File: config.mk
export PLATFORM = sky130hd
export DESIGN_NAME = pendulum_swing_up_sequencer_unit
export DESIGN_NICKNAME = d
export VERILOG_FILES = /design/src/rtl/core/pssu_pkg.sv /design/src/rtl/core/pssu_cfg_regs.sv /design/src/rtl/core/pssu_core.sv /design/src/rtl/core/pendulum_swing_up_sequencer_unit.sv
export SDC_FILE = /design/constraint.sdc
export NUM_CORES = 1
export LEC_CHECK = 0
export BUFFER_PORTS_ARGS = -buffer_cell sky130_fd_sc_hd__buf_4
export CAP_MARGIN = 0
export CORE_UTILIZATION = 25
export DETAILED_ROUTE_END_ITERATION = 12
export GPL_ROUTABILITY_DRIVEN = 0
export SYNTH_ARGS = -nofsm -noshare
export SYNTH_HDL_FRONTEND = slang
export SYNTH_SLANG_ARGS = --single-unit
File: constraint.sdc
create_clock -name clk -period 4.9 [get_ports clk]
set_clock_uncertainty 0.15 [all_clocks]
set_input_delay 0.245 -clock clk [delete_from_list [all_inputs] [get_ports clk]]
set_output_delay 0.245 -clock clk [all_outputs]
set_load 0.05 [all_outputs]
File: src/rtl/core/pssu_pkg.sv
// Shared types and constants for the pendulum swing-up sequencer.
// Used by every module in rtl/core; depends on nothing.
package pssu_pkg;

	localparam int ANGLE_W = 12;
	localparam int RANGE_W = 11;
	localparam int DRIVE_W = 7;
	localparam int COUNT_W = 16;
	localparam int PHASE_W = 4;
	localparam int CFG_DATA_W = 16;
	localparam int CFG_INDEX_W = 3;
	localparam int BAND_W = 14;

	localparam logic [CFG_INDEX_W-1:0] CFG_UPRIGHT_ANGLE = 3'd0;
	localparam logic [CFG_INDEX_W-1:0] CFG_CAPTURE_RANGE = 3'd1;
	localparam logic [CFG_INDEX_W-1:0] CFG_KICK_DRIVE = 3'd2;
	localparam logic [CFG_INDEX_W-1:0] CFG_KICK_TICKS = 3'd3;
	localparam logic [CFG_INDEX_W-1:0] CFG_SAMPLE_DIVIDER = 3'd4;

	localparam logic [ANGLE_W-1:0] RST_UPRIGHT_ANGLE = 12'd2025;
	localparam logic [RANGE_W-1:0] RST_CAPTURE_RANGE = 11'd500;
	localparam logic [DRIVE_W-1:0] RST_KICK_DRIVE = 7'd35;
	localparam logic [COUNT_W-1:0] RST_KICK_TICKS = 16'd100;
	localparam logic [COUNT_W-1:0] RST_SAMPLE_DIVIDER = 16'd40;

	localparam logic [DRIVE_W-1:0] DRIVE_LIMIT = 7'd100;

	localparam logic [PHASE_W-1:0] PH_STOP = 4'd0;
	localparam logic [PHASE_W-1:0] PH_WAIT = 4'd1;
	localparam logic [PHASE_W-1:0] PH_POS_LOAD_A = 4'd2;
	localparam logic [PHASE_W-1:0] PH_POS_HOLD_A = 4'd3;
	localparam logic [PHASE_W-1:0] PH_POS_LOAD_B = 4'd4;
	localparam logic [PHASE_W-1:0] PH_POS_HOLD_B = 4'd5;
	localparam logic [PHASE_W-1:0] PH_NEG_LOAD_A = 4'd6;
	localparam logic [PHASE_W-1:0] PH_NEG_HOLD_A = 4'd7;
	localparam logic [PHASE_W-1:0] PH_NEG_LOAD_B = 4'd8;
	localparam logic [PHASE_W-1:0] PH_NEG_HOLD_B = 4'd9;
	localparam logic [PHASE_W-1:0] PH_BALANCE = 4'd10;

	typedef struct packed {
		logic mode;
		logic [ANGLE_W-1:0] angle_sample;
	} in_item_t;

	typedef struct packed {
		logic drive_write;
		logic signed [7:0] drive_value;
		logic [PHASE_W-1:0] phase_code;
		logic balance_active;
		logic balance_clear;
	} out_item_t;

	typedef struct packed {
		logic [ANGLE_W-1:0] upright_angle;
		logic [RANGE_W-1:0] capture_range;
		logic [DRIVE_W-1:0] kick_drive;
		logic [COUNT_W-1:0] kick_ticks;
		logic [COUNT_W-1:0] sample_divider;
	} cfg_t;

endpackage

File: src/rtl/core/pssu_cfg_regs.sv
// Configuration register file of the pendulum swing-up sequencer.
// Depends on pssu_pkg for the register indexes, widths and reset values.
module pssu_cfg_regs (
	input  logic clk,
	input  logic arst_n,
	input  logic cfg_write_en,
	input  logic [pssu_pkg::CFG_INDEX_W-1:0] cfg_index,
	input  logic [pssu_pkg::CFG_DATA_W-1:0] cfg_data,
	output pssu_pkg::cfg_t cfg
);

	pssu_pkg::cfg_t cfg_q;

	always_ff @(posedge clk or negedge arst_n) begin
		if (!arst_n) begin
			cfg_q.upright_angle <= pssu_pkg::RST_UPRIGHT_ANGLE;
			cfg_q.capture_range <= pssu_pkg::RST_CAPTURE_RANGE;
			cfg_q.kick_drive <= pssu_pkg::RST_KICK_DRIVE;
			cfg_q.kick_ticks <= pssu_pkg::RST_KICK_TICKS;
			cfg_q.sample_divider <= pssu_pkg::RST_SAMPLE_DIVIDER;
		end else if (cfg_write_en) begin
			case (cfg_index)
				pssu_pkg::CFG_UPRIGHT_ANGLE: begin
					cfg_q.upright_angle <= cfg_data[pssu_pkg::ANGLE_W-1:0];
				end
				pssu_pkg::CFG_CAPTURE_RANGE: begin
					cfg_q.capture_range <= cfg_data[pssu_pkg::RANGE_W-1:0];
				end
				pssu_pkg::CFG_KICK_DRIVE: begin
					cfg_q.kick_drive <= cfg_data[pssu_pkg::DRIVE_W-1:0];
				end
				pssu_pkg::CFG_KICK_TICKS: begin
					cfg_q.kick_ticks <= cfg_data[pssu_pkg::COUNT_W-1:0];
				end
				pssu_pkg::CFG_SAMPLE_DIVIDER: begin
					cfg_q.sample_divider <= cfg_data[pssu_pkg::COUNT_W-1:0];
				end
				default: begin
				end
			endcase
		end
	end

	assign cfg = cfg_q;

endmodule

File: src/rtl/core/pssu_core.sv
// Phase state, counters and angle history of the swing-up sequencer, with
// the logic that works out one item's result. Depends on pssu_pkg.
module pssu_core (
	input  logic clk,
	input  logic arst_n,
	input  logic step_en,
	input  pssu_pkg::in_item_t item,
	input  pssu_pkg::cfg_t cfg,
	output pssu_pkg::out_item_t result
);

	logic [pssu_pkg::PHASE_W-1:0] phase_q, phase_d;
	logic [pssu_pkg::COUNT_W-1:0] dec_count_q, dec_count_d;
	logic [pssu_pkg::COUNT_W-1:0] kick_count_q, kick_count_d;
	logic [pssu_pkg::ANGLE_W-1:0] hist_q [3];
	logic hist_shift;

	logic signed [pssu_pkg::BAND_W-1:0] band_hi, band_lo;
	logic signed [pssu_pkg::BAND_W-1:0] a0, a1, a2;
	logic [pssu_pkg::DRIVE_W-1:0] kick_mag;
	logic signed [7:0] kick_pos, kick_neg;
	logic [pssu_pkg::COUNT_W-1:0] dec_inc, kick_dec;
	logic wr, clr;
	logic signed [7:0] dv;

	always_comb begin
		band_hi = $signed({2'b00, cfg.upright_angle})
			+ $signed({3'b000, cfg.capture_range});
		band_lo = $signed({2'b00, cfg.upright_angle})
			- $signed({3'b000, cfg.capture_range});
		a0 = $signed({2'b00, item.angle_sample});
		a1 = $signed({2'b00, hist_q[0]});
		a2 = $signed({2'b00, hist_q[1]});
		kick_mag = (cfg.kick_drive > pssu_pkg::DRIVE_LIMIT) ? pssu_pkg::DRIVE_LIMIT
			: cfg.kick_drive;
		kick_pos = $signed({1'b0, kick_mag});
		kick_neg = -kick_pos;
		dec_inc = dec_count_q + 1'b1;
		kick_dec = kick_count_q - 1'b1;

		phase_d = phase_q;
		dec_count_d = dec_count_q;
		kick_count_d = kick_count_q;
		hist_shift = 1'b0;
		wr = 1'b0;
		dv = '0;
		clr = 1'b0;

		if (item.mode) begin
			phase_d = (phase_q == pssu_pkg::PH_STOP) ? pssu_pkg::PH_POS_LOAD_A
				: pssu_pkg::PH_STOP;
		end else begin
			case (phase_q)
				pssu_pkg::PH_WAIT: begin
					dec_count_d = dec_inc;
					if (dec_inc >= cfg.sample_divider) begin
						dec_count_d = '0;
						hist_shift = 1'b1;
						if (a0 > band_hi && a1 > band_hi && a2 > band_hi
							&& a1 < a0 && a1 < a2) begin
							phase_d = pssu_pkg::PH_POS_LOAD_A;
						end
						if (a0 < band_lo && a1 < band_lo && a2 < band_lo
							&& a1 > a0 && a1 > a2) begin
							phase_d = pssu_pkg::PH_NEG_LOAD_A;
						end
						if (a0 > band_lo && a0 < band_hi
							&& a1 > band_lo && a1 < band_hi) begin
							phase_d = pssu_pkg::PH_BALANCE;
							clr = 1'b1;
						end
					end
				end
				pssu_pkg::PH_POS_LOAD_A, pssu_pkg::PH_NEG_LOAD_B: begin
					wr = 1'b1;
					dv = kick_pos;
					kick_count_d = cfg.kick_ticks;
					phase_d = phase_q + 1'b1;
				end
				pssu_pkg::PH_POS_LOAD_B, pssu_pkg::PH_NEG_LOAD_A: begin
					wr = 1'b1;
					dv = kick_neg;
					kick_count_d = cfg.kick_ticks;
					phase_d = phase_q + 1'b1;
				end
				pssu_pkg::PH_POS_HOLD_A, pssu_pkg::PH_NEG_HOLD_A: begin
					kick_count_d = kick_dec;
					if (kick_dec == '0) begin
						phase_d = phase_q + 1'b1;
					end
				end
				pssu_pkg::PH_POS_HOLD_B, pssu_pkg::PH_NEG_HOLD_B: begin
					kick_count_d = kick_dec;
					if (kick_dec == '0) begin
						wr = 1'b1;
						phase_d = pssu_pkg::PH_WAIT;
					end
				end
				pssu_pkg::PH_BALANCE: begin
					if (!(a0 < band_hi && a0 > band_lo)) begin
						phase_d = pssu_pkg::PH_STOP;
					end
				end
				default: begin
					phase_d = pssu_pkg::PH_STOP;
					wr = 1'b1;
				end
			endcase
		end

		result.drive_write = wr;
		result.drive_value = dv;
		result.phase_code = phase_d;
		result.balance_active = (phase_d == pssu_pkg::PH_BALANCE);
		result.balance_clear = clr;
	end

	always_ff @(posedge clk or negedge arst_n) begin
		if (!arst_n) begin
			phase_q <= pssu_pkg::PH_STOP;
			dec_count_q <= '0;
			kick_count_q <= '0;
			hist_q[0] <= '0;
			hist_q[1] <= '0;
			hist_q[2] <= '0;
		end else if (step_en) begin
			phase_q <= phase_d;
			dec_count_q <= dec_count_d;
			kick_count_q <= kick_count_d;
			if (hist_shift) begin
				hist_q[0] <= item.angle_sample;
				hist_q[1] <= hist_q[0];
				hist_q[2] <= hist_q[1];
			end
		end
	end

endmodule

File: src/rtl/core/pendulum_swing_up_sequencer_unit.sv
// Top level of the pendulum swing-up sequencer: input register, sequencer
// core, configuration registers and result register. Depends on pssu_pkg.
//
// Each accepted item (a timer tick with an angle sample, or a start/stop key
// press) gives exactly one result. An item is taken into the input register
// on its transfer; once the result register is free or being emptied, the core
// updates its state and the result register takes the result. While every
// result is taken at once, a new item can be accepted in every cycle; the rate
// is one item per cycle. While a result waits to be taken, one more item can
// be accepted into the input register, and further input transfers stall
// until the result is taken. Configuration writes take effect on the next
// edge and are meant to happen only while no item is in flight.
module pendulum_swing_up_sequencer_unit (
	input  logic clk,
	input  logic arst_n,
	input  logic in_valid,
	output logic in_ready,
	input  pssu_pkg::in_item_t in_item,
	output logic out_valid,
	input  logic out_ready,
	output pssu_pkg::out_item_t out_item,
	input  logic cfg_write_en,
	input  logic [pssu_pkg::CFG_INDEX_W-1:0] cfg_index,
	input  logic [pssu_pkg::CFG_DATA_W-1:0] cfg_data
);

	pssu_pkg::cfg_t cfg;
	pssu_pkg::in_item_t item_s1;
	pssu_pkg::out_item_t result;
	pssu_pkg::out_item_t out_item_q;
	logic valid_s1;
	logic out_valid_q;
	logic advance;

	assign advance = valid_s1 && (!out_valid_q || out_ready);
	assign in_ready = !valid_s1 || advance;

	always_ff @(posedge clk or negedge arst_n) begin
		if (!arst_n) begin
			valid_s1 <= 1'b0;
			out_valid_q <= 1'b0;
		end else begin
			if (in_ready) begin
				valid_s1 <= in_valid;
			end
			if (advance) begin
				out_valid_q <= 1'b1;
			end else if (out_ready) begin
				out_valid_q <= 1'b0;
			end
		end
	end

	always_ff @(posedge clk) begin
		if (in_valid && in_ready) begin
			item_s1 <= in_item;
		end
		if (advance) begin
			out_item_q <= result;
		end
	end

	pssu_cfg_regs u_cfg_regs (
		.clk(clk),
		.arst_n(arst_n),
		.cfg_write_en(cfg_write_en),
		.cfg_index(cfg_index),
		.cfg_data(cfg_data),
		.cfg(cfg)
	);

	pssu_core u_core (
		.clk(clk),
		.arst_n(arst_n),
		.step_en(advance),
		.item(item_s1),
		.cfg(cfg),
		.result(result)
	);

	assign out_valid = out_valid_q;
	assign out_item = out_item_q;

endmodule

==> out/qor.yml <==
status:
  outcome: "finished clean"
worst_setup_path:
  crit_path_end_kind: "flip-flop"
  worst_reg2reg_path_length_in_cells: 19
  critPathMaxStageDelay_ps: 540
  critPathLaunchType: "flip-flop"
  critical_path.max_fanout: 3
  worst_r2r_setup_slack_ps: 110
  criticalPathCategory: "flip-flop to flip-flop"
  worst_ep_arrival_time_ps: 4840
  critPathSlowestCell: "sky130_fd_sc_hd__dfstp_2"
  crit_path_frequent_cell: "sky130_fd_sc_hd__a21oi_1"
  worstPathCellList: "inv_2 -> ha_4 -> nor2b_2 -> o2111ai_1 -> nand3_2 -> o41ai_4 -> o21bai_1 -> a21oi_1 -> xnor2_2 -> ha_1 -> a21oi_1 -> nand2_1 -> a221oi_1 -> o311a_4 -> o21ai_0 -> nor4b_4 -> o41ai_2 -> and2b_1 -> and4b_1"
  critPathRequiredTime_ps: 4950
  r2r-end: "out_item[1]"
  ff_to_ff_start: "u_cfg_regs.cfg[41]"
clocking:
  cts.root.buffer_cell: "sky130_fd_sc_hd__clkbuf_16"
  cts-htree-levels: 4
  clock_latency_ps: 450
  tritoncts_num_sinks: 152
  cts_max_path_buffers: 2
  cts_tree: "yes"
  clkTransAtPathRegs_ps: 70
  cts_inserted_buffers: 17
die:
  starting_density_of_the_core: 0.254
  core_um2: 43200
  top_level_ports: 54
  floorplan.die_area_um2: 44700
  num_rows: 76
  fp.dieH_um: 211
  die-width_um: 211
timing:
  rsz_0062_raised_after_global_routing: "yes"
  final-setup-viol-count: 0
  max_slew.worst_pin.slew_ps: 1060
  achievable-frequency_ghz: 0.209
  final_worst_path_period_share: 0.978
  layout_min_cycle_time_ps: 4790
  setup-tns-final_ps: 0
  max-slew-margin-rel: 0.289
  maxSlewViolCount: 0
  timing_hold_violations_final: 0
route:
  routed_via_density: 4.90
  final_antenna_net_count: 0
  totalWireLength_um: 29700
  detail_route.iter0.violations: 701
  num_vias: 9202
  dr.pass1.iters: 5
  drc: 0
  detail_routed_net_length_per_standard_cell_um: 15.8
power_and_ir_drop:
  power.total_mw: 5.53
  p_seq_frac: 0.302
  power_density_nw_per_um2: 416
  power.switching_mw: 2.22
  sw_frac_of_total: 0.401
  power.static_leakage_nw: 5.79
  comb_power_share: 0.453
  p_clk_frac: 0.244
  peakVddDrop_v: 0.000298
  intPower_mw: 3.31
yosys:
  avgSynthCellArea_um2: 9.28
  yosys_warnings: 0
  synth-edff-count: 28
  synth_seq_cells: 152
  synth_top_flop_cell: "sky130_fd_sc_hd__dfrtp_1"
  number_of_distinct_standard_cells_referenced_by_the_synthesized_netlist: 101
  nets_in_the_synthesized_netlist: 1350
  synth.yosys.seq_area_share: 0.362
  synthesized_cell_area_um2: 11000
  synthesis.instances: 1181
  synthArstFlopShare: 0.816
cells_and_area:
  layout_cell_share_with_drive_strength_beyond_1: 0.197
  layout_overhead_on_the_synthesized_area_pct: 21.1
  fin_nets: 1448
  diodes: 0
place:
  placed_wire_length_estimate_after_detailed_placement_um: 22300
  port-buffer-count: 53
global_route:
  grt_first_pass_wirelength_um: 47200
  grt_start_max_net_pins: 52
  grt_util_all_layers: 0.135
  grt_remaining_overflow: 0
  first_global_vias: 8901
  grt_antenna_before_repair: 0
job:
  max_cap_violations: 0
min_path:
  min_path_type: "primary input to asynchronous set/reset pin"
-- critical path: cells and delay by family, from the launching register on --
kind / cells / cell delay, ps
flops: 1 / 540
fa+ha+maj: 2 / 510
compound gates: 9 / 2220
simple gates: 6 / 930
buf+inv: 1 / 50
xor+xnor: 1 / 170
-- metal layers --
layer | routed length (um) | GRT usage
met1 | 14300 | 0.183
met2 | 13700 | 0.216
met3 | 1090 | 0.0231
met4 | 594 | 0.0420
met5 | 0 | 0
-- cell families (layout without fill, tap and decap cells) --
group	count (synthesis)	in the layout	share of synthesized area
XOR/XNOR	40	40	0.0345
flip-flops	152	152	0.362
buffers and inverters	119	230	0.0451
AND/OR/NAND/NOR	376	376	0.174
AO/OA/AOI/OAI	313	313	0.182
adder cells (fa/ha/maj)	134	134	0.154
multiplexers	47	47	0.0484
-- what timing repair did --
| action | 4_1_cts | 5_1_grt |
|---|---|---|
| endpoints found under the setup margin | 5 | 10 |
| setup buffers | 3 | 7 |
| hold buffers | 33 | 0 |
| pin swaps | 8 | 19 |
| resized for setup | 7 | 34 |
| endpoints found under the hold margin | 98 | 0 |
-- sequential cells by signal (all words and copies together), names as in the netlist --
name / count
u_core.phase_q: 4
out_item: 15
u_core.dec_count_q: 16
item_s1: 13
u_cfg_regs.cfg: 62
u_core.a2: 12
u_core.kick_count_q: 16
u_core.a1: 12
out_valid: 1
valid_s1: 1
-- worst max path at each step --
stage,startpoint,endpoint,slack [ps],cells after the start
final,u_cfg_regs.cfg[41],out_item[1],110,19
after global routing,u_cfg_regs.cfg[45],out_item[2],-50,21
after detailed placement,u_cfg_regs.cfg[41],out_item[1],-180,19
after floorplan,u_cfg_regs.cfg[41],out_item[1],280,19
after global placement,u_cfg_regs.cfg[41],out_item[1],-90,19
after CTS,u_cfg_regs.cfg[50],out_item[1],20,20
-- layout make-up --
type / instances / area (um2)
Fill cell: 4470 / 29900
Multi-Input combinational cell: 910 / 6720
Sequential cell: 152 / 3970
Timing Repair Buffer: 117 / 965
Tap cell: 585 / 732
Clock buffer: 19 / 454
Inverter: 81 / 304
Clock inverter: 13 / 130
-- power by group through the flow --
stage | clock (mW) | combinational (mW) | sequential [mW]
3_5_place_dp | 0 | 2.22 | 1.69
2_1_floorplan | 0 | 1.63 | 1.65
3_3_place_gp | 0 | 2.15 | 1.69
4_1_cts | 1.37 | 2.29 | 1.67
5_1_grt | 1.42 | 2.76 | 1.70
6_report | 1.35 | 2.51 | 1.67
-- cells in the final DEF (no fill, tap or decap), types with 14 or more instances in the layout --
cell type,n
sky130_fd_sc_hd__ha_1,126
sky130_fd_sc_hd__xnor2_1,24
sky130_fd_sc_hd__nand4_1,14
sky130_fd_sc_hd__a21oi_1,64
sky130_fd_sc_hd__dlygate4sd3_1,33
sky130_fd_sc_hd__o21ai_0,119
sky130_fd_sc_hd__and3_1,16
sky130_fd_sc_hd__clkbuf_16,18
sky130_fd_sc_hd__inv_1,78
sky130_fd_sc_hd__mux2_2,45
sky130_fd_sc_hd__nor2_1,74
sky130_fd_sc_hd__dfrtp_1,102
sky130_fd_sc_hd__a21o_1,18
sky130_fd_sc_hd__buf_4,83
sky130_fd_sc_hd__dfstp_2,22
sky130_fd_sc_hd__nand2b_1,21
sky130_fd_sc_hd__nand3_1,43
sky130_fd_sc_hd__nand2_1,106
sky130_fd_sc_hd__edfxtp_1,28
sky130_fd_sc_hd__nor3_1,32
-- stage by stage --
step	hold WS (ps)	utilization	area, um2	setup WS, ps	instances
floorplan	-201	-	11000	283	1181
global placement	64.9	0.280	12100	-93.3	1803
detailed placement	65.0	0.280	12100	-183	1803
CTS	107	0.302	13100	24.8	1871
global route	145	0.307	13300	-47.8	1877
finish	118	0.307	13300	107	1877
-- Yosys cell counts, drive strengths merged, types with 9 or more instances --
cell | instances | area (um2)
or3 | 9 | 57.6
xor2 | 11 | 96.3
edfxtp | 28 | 841
dfstp | 22 | 578
clkbuf | 30 | 113
nor2b | 13 | 88.8
nor3 | 36 | 196
inv | 80 | 300
nor2 | 75 | 284
nand2b | 22 | 138
and3 | 16 | 100
o21ai | 124 | 621
nand4 | 14 | 87.6
nand3 | 44 | 220
a21o | 18 | 135
ha | 130 | 1630
dfrtp | 102 | 2550
xnor2 | 27 | 236
a21oi | 73 | 377
o211ai | 9 | 81.3
mux2 | 45 | 507
nand2 | 109 | 412
No activity file was read; power rests on OpenSTA's default activity.
